[src/sv/pbu_pkg.sv]
// Shared types, codes and constants of the pixel blend unit.
// No dependencies; imported by every module of the block.
package pbu_pkg;

	// Blend mode codes; codes 10..15 are unused and pass the destination through
	typedef enum logic [3:0] {
		MODE_REPLACE = 4'd0,
		MODE_ADD     = 4'd1,
		MODE_ALPHA   = 4'd2,
		MODE_MULT    = 4'd3,
		MODE_OVERLAY = 4'd4,
		MODE_SCREEN  = 4'd5,
		MODE_GRAY    = 4'd6,
		MODE_LBURN   = 4'd7,
		MODE_TINT    = 4'd8,
		MODE_DESAT   = 4'd9
	} mode_t;

	// Configuration register indexes
	localparam logic [1:0] REG_MODE  = 2'd0;
	localparam logic [1:0] REG_RED   = 2'd1;
	localparam logic [1:0] REG_GREEN = 2'd2;
	localparam logic [1:0] REG_BLUE  = 2'd3;

	// Reset values of the channel offsets
	localparam logic [4:0] RED_OFS_RST   = 5'd16;
	localparam logic [4:0] GREEN_OFS_RST = 5'd8;
	localparam logic [4:0] BLUE_OFS_RST  = 5'd0;

	// Arithmetic constants
	localparam logic [7:0] CHAN_MAX = 8'hff;
	localparam logic [8:0] GRAY_MUL = 9'd341;
	localparam logic [7:0] LUMA_MUL = 8'd205;
	localparam logic [6:0] TINT_MUL = 7'h78;

	// One channel of an item after the first two stages
	typedef struct packed {
		logic [7:0]  d;
		logic [7:0]  s;
		logic [15:0] p;
	} chan_t;

	// Values shared by all three channel lanes
	typedef struct packed {
		logic signed [8:0] f;
		logic [7:0]        fs;
		logic              f_max;
		logic              fs_max;
		logic [7:0]        gray;
		logic [7:0]        luma;
		logic [7:0]        sgray;
	} shared_t;

	// Saturate a signed value to 0..255
	function automatic logic [7:0] clip8(input logic signed [11:0] v);
		logic [7:0] r;
		if (v < 12'sd0) begin
			r = 8'd0;
		end else if (v > 12'sd255) begin
			r = CHAN_MAX;
		end else begin
			r = v[7:0];
		end
		return r;
	endfunction

	// Overlay of one channel; p is the product d * s
	function automatic logic [7:0] ov_mix(input logic [7:0] d, input logic [7:0] s,
		input logic [15:0] p);
		logic signed [11:0] t;
		logic [7:0]         r;
		t = signed'(12'({d, 1'b0}) + 12'({s, 1'b0})) - 12'sd255 - signed'(12'(p[15:7]));
		if (!d[7]) begin
			r = p[14:7];
		end else begin
			r = clip8(t);
		end
		return r;
	endfunction

endpackage

[src/sv/pbu_front.sv]
// Front of the blend pipeline: channel extraction and first products.
// Depends on pbu_pkg for the channel and shared types.
module pbu_front (
	input  logic                   clk,
	input  logic [4:0]             red_offset,
	input  logic [4:0]             green_offset,
	input  logic [4:0]             blue_offset,
	input  logic [31:0]            dest_pixel,
	input  logic [31:0]            source_pixel,
	input  logic signed [8:0]      blend_factor,
	output pbu_pkg::chan_t         r_s2,
	output pbu_pkg::chan_t         g_s2,
	output pbu_pkg::chan_t         b_s2,
	output pbu_pkg::shared_t       sh_s2
);
	import pbu_pkg::*;

	logic [7:0]        dr_s1, dg_s1, db_s1;
	logic [7:0]        sr_s1, sg_s1, sb_s1;
	logic signed [8:0] f_s1;
	logic [7:0]        fs_s1;
	logic              fmax_s1;

	logic [9:0]  dsum, ssum;
	logic [11:0] lsum;
	logic [18:0] gray_prod, sgray_prod;
	logic [19:0] luma_prod;

	// Stage 1: pull the channel bytes out and saturate the factor
	always_ff @(posedge clk) begin
		dr_s1   <= 8'(dest_pixel >> red_offset);
		dg_s1   <= 8'(dest_pixel >> green_offset);
		db_s1   <= 8'(dest_pixel >> blue_offset);
		sr_s1   <= 8'(source_pixel >> red_offset);
		sg_s1   <= 8'(source_pixel >> green_offset);
		sb_s1   <= 8'(source_pixel >> blue_offset);
		f_s1    <= blend_factor;
		fs_s1   <= blend_factor[8] ? 8'd0 : blend_factor[7:0];
		fmax_s1 <= (blend_factor == 9'sd255);
	end

	// Channel sums scaled for gray level and luma
	always_comb begin
		dsum       = 10'(dr_s1) + 10'(dg_s1) + 10'(db_s1);
		ssum       = 10'(sr_s1) + 10'(sg_s1) + 10'(sb_s1);
		lsum       = 12'({dr_s1, 1'b0}) + 12'(dr_s1) + 12'({dg_s1, 2'b0})
			+ 12'({dg_s1, 1'b0}) + 12'(db_s1);
		gray_prod  = 19'(dsum) * 19'(GRAY_MUL);
		sgray_prod = 19'(ssum) * 19'(GRAY_MUL);
		luma_prod  = 20'(lsum) * 20'(LUMA_MUL);
	end

	// Stage 2: register channel products and the shared tone values
	always_ff @(posedge clk) begin
		r_s2.d <= dr_s1;
		r_s2.s <= sr_s1;
		r_s2.p <= 16'(dr_s1) * 16'(sr_s1);
		g_s2.d <= dg_s1;
		g_s2.s <= sg_s1;
		g_s2.p <= 16'(dg_s1) * 16'(sg_s1);
		b_s2.d <= db_s1;
		b_s2.s <= sb_s1;
		b_s2.p <= 16'(db_s1) * 16'(sb_s1);
		sh_s2.f      <= f_s1;
		sh_s2.fs     <= fs_s1;
		sh_s2.f_max  <= fmax_s1;
		sh_s2.fs_max <= (fs_s1 == CHAN_MAX);
		sh_s2.gray   <= gray_prod[17:10];
		sh_s2.sgray  <= sgray_prod[17:10];
		sh_s2.luma   <= luma_prod[18:11];
	end

endmodule

[src/sv/pbu_lane.sv]
// One color channel lane: mix target, mix product and final channel value.
// Depends on pbu_pkg for the mode codes, types, clip8 and ov_mix.
module pbu_lane (
	input  logic             clk,
	input  pbu_pkg::mode_t   mode,
	input  logic             tint_en,
	input  pbu_pkg::chan_t   chan,
	input  pbu_pkg::shared_t sh,
	output logic [7:0]       c_s5
);
	import pbu_pkg::*;

	logic [14:0]       tint_prod;
	logic [8:0]        ds_sum;
	logic [7:0]        burn, ovx, x;
	logic signed [9:0] ma, mb;

	logic signed [9:0] ma_s3, mb_s3;
	logic [7:0]        d_s3, s_s3, x_s3, phi_s3, gray_s3, fs_s3;
	logic              fsmax_s3, fmax_s3;

	logic signed [19:0] prod_s4;
	logic [7:0]         d_s4, s_s4, x_s4, phi_s4, gray_s4, fs_s4;
	logic               fsmax_s4, fmax_s4;

	logic signed [11:0] dv, shv, mix, sum_ds;
	logic [7:0]         c;

	// Mix target of the channel
	always_comb begin
		tint_prod = 15'(CHAN_MAX - sh.sgray) * 15'(TINT_MUL);
		ds_sum    = 9'(chan.d) + 9'(chan.s);
		burn      = (ds_sum < 9'd255) ? 8'd0 : 8'(ds_sum - 9'd255);
		ovx       = ov_mix(chan.d, chan.s, chan.p);
		case (mode)
			MODE_ALPHA:   x = chan.s;
			MODE_OVERLAY: x = ovx;
			MODE_LBURN:   x = burn;
			MODE_TINT:    x = tint_en ? 8'(tint_prod[14:8]) : 8'd0;
			default:      x = 8'd0;
		endcase
	end

	// Pick the operands of the lane multiplier
	always_comb begin
		case (mode)
			MODE_ADD: begin
				ma = signed'({2'b00, chan.s});
				mb = {sh.f[8], sh.f};
			end
			MODE_ALPHA, MODE_OVERLAY, MODE_LBURN, MODE_TINT: begin
				ma = signed'({2'b00, x}) - signed'({2'b00, chan.d});
				mb = signed'({2'b00, sh.fs});
			end
			MODE_SCREEN: begin
				ma = signed'({2'b00, CHAN_MAX - chan.s});
				mb = signed'({2'b00, CHAN_MAX - chan.d});
			end
			MODE_GRAY: begin
				ma = signed'({2'b00, sh.gray});
				mb = signed'({2'b00, sh.fs});
			end
			MODE_DESAT: begin
				ma = signed'({2'b00, sh.luma}) - signed'({2'b00, chan.d});
				mb = signed'({2'b00, sh.fs});
			end
			default: begin
				ma = 10'sd0;
				mb = 10'sd0;
			end
		endcase
	end

	// Stage 3: hold operands and the values the final step needs
	always_ff @(posedge clk) begin
		ma_s3    <= ma;
		mb_s3    <= mb;
		d_s3     <= chan.d;
		s_s3     <= chan.s;
		x_s3     <= x;
		phi_s3   <= chan.p[15:8];
		gray_s3  <= sh.gray;
		fs_s3    <= sh.fs;
		fsmax_s3 <= sh.fs_max;
		fmax_s3  <= sh.f_max;
	end

	// Stage 4: the mix product
	always_ff @(posedge clk) begin
		prod_s4  <= ma_s3 * mb_s3;
		d_s4     <= d_s3;
		s_s4     <= s_s3;
		x_s4     <= x_s3;
		phi_s4   <= phi_s3;
		gray_s4  <= gray_s3;
		fs_s4    <= fs_s3;
		fsmax_s4 <= fsmax_s3;
		fmax_s4  <= fmax_s3;
	end

	// Finish the channel per mode; the product shifts down with floor rounding
	always_comb begin
		dv     = signed'({4'b0000, d_s4});
		shv    = prod_s4[19:8];
		mix    = dv + shv;
		sum_ds = dv + signed'({4'b0000, s_s4});
		case (mode)
			MODE_ADD:     c = fmax_s4 ? clip8(sum_ds) : clip8(mix);
			MODE_ALPHA, MODE_OVERLAY, MODE_LBURN, MODE_TINT:
				c = fsmax_s4 ? x_s4 : mix[7:0];
			MODE_MULT:    c = phi_s4;
			MODE_SCREEN:  c = CHAN_MAX - prod_s4[15:8];
			MODE_GRAY:    c = ov_mix(gray_s4, fs_s4, prod_s4[15:0]);
			MODE_DESAT:   c = clip8(mix);
			default:      c = 8'd0;
		endcase
	end

	// Stage 5: channel result
	always_ff @(posedge clk) begin
		c_s5 <= c;
	end

endmodule

[src/sv/pixel_blend_unit_top.sv]
// Top level of the pixel blend unit: configuration registers, valid chain,
// output packing. Depends on pbu_pkg, pbu_front and pbu_lane.
//
// Usage:
//   Input channel: drive dest_pixel, source_pixel and blend_factor with start
//   high; the item is taken at that clock edge when busy is low. busy is
//   never raised, so one item can be taken at every clock edge.
//   Result channel: done is high for exactly one cycle with result_pixel
//   valid in that cycle. The receiver cannot stall; every result must be
//   taken in the cycle it appears.
//   Pipeline: an item taken at a clock edge passes six register stages
//   (extract, products, mix operands, mix product, channel finish, pack)
//   before its result shows. Throughput: one item per clock.
//   Configuration: wr_en, wr_index and wr_data write blend_mode (0), and the
//   red, green and blue offsets (1..3) at the clock edge; write only while
//   no item is in flight.
//   Reset: arst_n low clears the valid chain and loads mode replace with
//   offsets 16, 8 and 0. Results in flight are dropped.
module pixel_blend_unit_top (
	input  logic              clk,
	input  logic              arst_n,
	input  logic              start,
	output logic              busy,
	input  logic [31:0]       dest_pixel,
	input  logic [31:0]       source_pixel,
	input  logic signed [8:0] blend_factor,
	input  logic              wr_en,
	input  logic [1:0]        wr_index,
	input  logic [4:0]        wr_data,
	output logic              done,
	output logic [31:0]       result_pixel
);
	import pbu_pkg::*;

	typedef struct packed {
		logic [31:0] sw;
		logic [31:0] dw;
		logic        fs_max;
	} pass_t;

	mode_t      mode_q;
	logic [4:0] red_offset_q, green_offset_q, blue_offset_q;

	logic valid_s1, valid_s2, valid_s3, valid_s4, valid_s5, valid_s6;
	pass_t pass_s1, pass_s2, pass_s3, pass_s4, pass_s5;

	chan_t      r_s2, g_s2, b_s2;
	shared_t    sh_s2;
	logic [7:0] r_s5, g_s5, b_s5;
	logic [31:0] packed_word, result_next;
	logic [31:0] result_pixel_s6;

	assign busy = 1'b0;

	// Configuration registers
	always_ff @(posedge clk or negedge arst_n) begin
		if (!arst_n) begin
			mode_q         <= MODE_REPLACE;
			red_offset_q   <= RED_OFS_RST;
			green_offset_q <= GREEN_OFS_RST;
			blue_offset_q  <= BLUE_OFS_RST;
		end else if (wr_en) begin
			case (wr_index)
				REG_MODE:  mode_q         <= mode_t'(wr_data[3:0]);
				REG_RED:   red_offset_q   <= wr_data;
				REG_GREEN: green_offset_q <= wr_data;
				REG_BLUE:  blue_offset_q  <= wr_data;
				default: ;
			endcase
		end
	end

	// Advance the valid chain
	always_ff @(posedge clk or negedge arst_n) begin
		if (!arst_n) begin
			valid_s1 <= 1'b0;
			valid_s2 <= 1'b0;
			valid_s3 <= 1'b0;
			valid_s4 <= 1'b0;
			valid_s5 <= 1'b0;
			valid_s6 <= 1'b0;
		end else begin
			valid_s1 <= start && !busy;
			valid_s2 <= valid_s1;
			valid_s3 <= valid_s2;
			valid_s4 <= valid_s3;
			valid_s5 <= valid_s4;
			valid_s6 <= valid_s5;
		end
	end

	// Carry the pass-through words alongside the lanes
	always_ff @(posedge clk) begin
		pass_s1.sw     <= source_pixel;
		pass_s1.dw     <= dest_pixel;
		pass_s1.fs_max <= (blend_factor == 9'sd255);
		pass_s2        <= pass_s1;
		pass_s3        <= pass_s2;
		pass_s4        <= pass_s3;
		pass_s5        <= pass_s4;
	end

	pbu_front u_front (
		.clk          (clk),
		.red_offset   (red_offset_q),
		.green_offset (green_offset_q),
		.blue_offset  (blue_offset_q),
		.dest_pixel   (dest_pixel),
		.source_pixel (source_pixel),
		.blend_factor (blend_factor),
		.r_s2         (r_s2),
		.g_s2         (g_s2),
		.b_s2         (b_s2),
		.sh_s2        (sh_s2)
	);

	pbu_lane u_lane_r (
		.clk     (clk),
		.mode    (mode_q),
		.tint_en (1'b0),
		.chan    (r_s2),
		.sh      (sh_s2),
		.c_s5    (r_s5)
	);

	pbu_lane u_lane_g (
		.clk     (clk),
		.mode    (mode_q),
		.tint_en (1'b1),
		.chan    (g_s2),
		.sh      (sh_s2),
		.c_s5    (g_s5)
	);

	pbu_lane u_lane_b (
		.clk     (clk),
		.mode    (mode_q),
		.tint_en (1'b0),
		.chan    (b_s2),
		.sh      (sh_s2),
		.c_s5    (b_s5)
	);

	// Pack the channels at their offsets, or pass a whole word through
	always_comb begin
		packed_word = (32'(r_s5) << red_offset_q) | (32'(g_s5) << green_offset_q)
			| (32'(b_s5) << blue_offset_q);
		case (mode_q)
			MODE_REPLACE: result_next = pass_s5.sw;
			MODE_ALPHA:   result_next = pass_s5.fs_max ? pass_s5.sw : packed_word;
			MODE_ADD, MODE_MULT, MODE_OVERLAY, MODE_SCREEN, MODE_GRAY, MODE_LBURN,
			MODE_TINT, MODE_DESAT:
				result_next = packed_word;
			default:      result_next = pass_s5.dw;
		endcase
	end

	// Stage 6: output register
	always_ff @(posedge clk) begin
		result_pixel_s6 <= result_next;
	end

	assign result_pixel = result_pixel_s6;
	assign done         = valid_s6;

`ifndef SYNTHESIS
	a_latency: assert property (@(posedge clk) disable iff (!arst_n)
		(start && !busy) |-> ##6 done)
		else $error("accepted item did not produce a result after six cycles");

	a_no_spurious: assert property (@(posedge clk) disable iff (!arst_n)
		done |-> $past(start && !busy, 6))
		else $error("result strobe without an item accepted six cycles before");
`endif

endmodule

[config.mk]
export PLATFORM = sky130hd
export DESIGN_NAME = pixel_blend_unit_top
export DESIGN_NICKNAME = d
export VERILOG_FILES = /design/src/sv/pbu_pkg.sv /design/src/sv/pbu_front.sv /design/src/sv/pbu_lane.sv /design/src/sv/pixel_blend_unit_top.sv
export SDC_FILE = /design/constraint.sdc
export NUM_CORES = 2
export LEC_CHECK = 0
export BUFFER_PORTS_ARGS = -buffer_cell sky130_fd_sc_hd__buf_2
export CORE_ASPECT_RATIO = 0.9
export CORE_MARGIN = 2
export CORE_UTILIZATION = 45
export CTS_CLUSTER_DIAMETER = 40
export CTS_CLUSTER_SIZE = 10
export DETAILED_ROUTE_END_ITERATION = 16
export SLEW_MARGIN = 10
export SYNTH_ARGS = -nofsm -noshare
export SYNTH_HDL_FRONTEND = slang
export SYNTH_SLANG_ARGS = --single-unit
[constraint.sdc]
create_clock -name clk -period 7.85 [get_ports clk]
set_input_delay 0.3925 -clock clk [delete_from_list [all_inputs] [get_ports clk]]
set_output_delay 0.3925 -clock clk [all_outputs]
set_load 0.1 [all_outputs]
==> qor.yml <==
async_flop_share_pct: 2.76
ios: 118
ys_seq_elements: 905
clock_latency_ns: 0.78
hold_class: "in2async"
syn-instance-count: 6324
worst_pin_slew_ns: 1.22
cts_tree: "yes"
yosys_warnings: 0
hold_slack_ns: 0.156
clock_skew_ns: 0.0627
die_height_um: 354
layout.cells.non_filler: 8345
cts_max_level: 4
gp_congestion: 0.948
grt_overflow: 0
drt-initial-drc-count: 4481
post-route-period-util_pct: 92.2
viasPerCell: 5.61
worstPathArrival_ns: 7.89
num-nets-final: 7627
cp.required_ns: 8.50
final_antenna_net_count: 0
final_common_cell: "dfxtp_1"
cts_buffers: 131
dp_slack_ns: 0.545
crit_top_cell: "fa_1"
cts_buffer_depth: 3
grt_pass1_wl_um: 284000
drive_gt1_share_pct: 9.03
cpPeakStageDelay_ns: 0.56
grt_max_degree: 86
slew_viol_final: 0
die_x_um: 392
firstDrtPassIters: 7
cts_setup_buffers: 0
path_class: "reg2reg"
drt_wl_total_um: 187000
die_area_um2: 139000
timing.setup.tns_ns: 0
drc: 0
track_usage_pct: 27.0
antenna_found_initial: 29
most-common-layout-cells: "dfxtp_1 (879), inv_1 (713), ha_1 (616)"
synth_edf_count: 0
num_rows: 128
io_buffers: 116
finalHoldViolCount: 0
area_growth_syn_to_layout_pct: 11.9
end_kind: "register"
rsz0062_at_grt: "false"
syn-mean-instance-area_um2: 9.66
hpwl_um: 147000
via_count: 46800
placed_cells: 8062
synthFlopType: "dfxtp_1"
crit_slowest_cell: "fa_1"
avgRoutedWirePerCell_um: 22.5
fmax_mhz: 138
synth_cell_types: 97
cap_violations: 0
fp.coreArea_um2: 135000
grt_pass1_vias: 46300
cts_num_sinks: 905
synth_nets: 7496
finalCriticalPeriod_ns: 7.24
syn_area_um2: 61100
status: "completed"
cp-start-kind: "register"
cts-root-buf: "clkbuf_16"
path_max_fanout: 4
initial_utilization_pct: 45.3
clk_pin_slew_worst_paths_ns: 0.05
setup_ws_ns: 0.612
setup_violations: 0
slew_headroom_pct: 18.2
ys_seq_area_share_pct: 29.9
## layer usage
metal	GRT usage (%)	vias up	share of wire [%]
li1	-	21900	-
met1	37.8	22800	45
met2	41.6	1759	44
met3	5.48	341	7.7
met4	9.01	18	3.3
met5	0	-	0.070
## cell type report
type | instances | area (um2)
fill | 12400 | 66600
multi-input combinational | 4451 | 39200
sequential | 905 | 18300
clock buffer | 151 | 3420
inverter | 720 | 2700
tap | 1820 | 2280
timing repair buffer | 246 | 1760
clock inverter | 50 | 703
antenna | 2 | 5.00
## repair_timing
action / in CTS / in global routing
setup endpoints to repair: 0 / 1
hold buffers: 80 / 0
hold endpoints to repair: 127 / 0
gates resized for setup: 0 / 3
## metrics by stage
step,cell area [um2],util (%)
floorplan,61100,-
global placement,63400,47.0
detailed placement,63400,47.0
CTS,68300,50.6
global route,68400,50.6
finish,68400,50.6
## cell usage after synthesis, types with 93 or more instances
master | n | area, um2
dfxtp_1 | 880 | 17600
clkbuf_1 | 181 | 679
ha_1 | 616 | 7710
mux2i_1 | 158 | 1580
nor2_1 | 333 | 1250
mux2_2 | 93 | 1050
xnor2_1 | 168 | 1470
a21oi_1 | 345 | 1730
fa_1 | 472 | 9450
inv_1 | 713 | 2680
nor2b_1 | 103 | 644
o21ai_0 | 288 | 1440
nand2_1 | 513 | 1930
and2_1 | 221 | 1380
## logic make-up (layout without fill, tap and decap cells)
family	count (synthesis)	count (layout)	synth area share (%)
other	1	3	0.00614
flip-flops	905	905	29.9
AO/OA/AOI/OAI	1297	1297	14.1
multiplexers	318	318	6.77
adder cells (fa/ha/maj)	1088	1088	28.1
XOR/XNOR	237	237	3.40
AND/OR/NAND/NOR	1510	1510	11.8
buffers and inverters	968	1167	6.02
## path summary, 6_finish.rpt
kind	slack (ns)	from	to	depth (start not counted)
setup / recovery	0.61	u_front.dr_s1[1]$_DFF_P_	u_front.sh_s2[15]$_DFF_P_	28
hold / removal	0.16	arst_n	valid_s2$_DFF_PN0_	2
setup reg to reg	0.61	u_front.dr_s1[1]$_DFF_P_	u_front.sh_s2[15]$_DFF_P_	28
hold reg to reg	0.31	pass_s3[34]$_DFF_P_	pass_s4[34]$_DFF_P_	0
max in group asynchronous	7.26	arst_n	green_offset_q[0]$_DFFE_PN0P_	2
min in group clk	0.18	wr_index[0]	mode_q[2]$_DFFE_PN0P_	3
## critical path, delay by kind of cell, from the launching register on
family,cells,cell delay [ns]
buf+inv,4,0.28
simple gates,3,0.39
fa+ha+maj,10,4.01
xor+xnor,3,0.49
flops,1,0.36
compound gates,8,1.56
## registers in the layout, summed over array words and instances, names as in the netlist, 9 cells and up
register          flops
pass_s1              64
pass_s2              64
pass_s3              64
pass_s4              64
pass_s5              65
result_pixel         32
u_front.b_s2         25
u_front.f_s1          9
u_front.g_s2         25
u_front.r_s2         25
u_front.sh_s2        43
u_lane_b.ma_s3        9
u_lane_b.mb_s3        9
u_lane_b.prod_s4     13
u_lane_g.ma_s3        9
u_lane_g.prod_s4     13
u_lane_r.ma_s3        9
u_lane_r.prod_s4     13
Power is left out: the tool's default activity adds up to more than one toggle a clock period on the data nets, which glitch-free logic cannot reach.
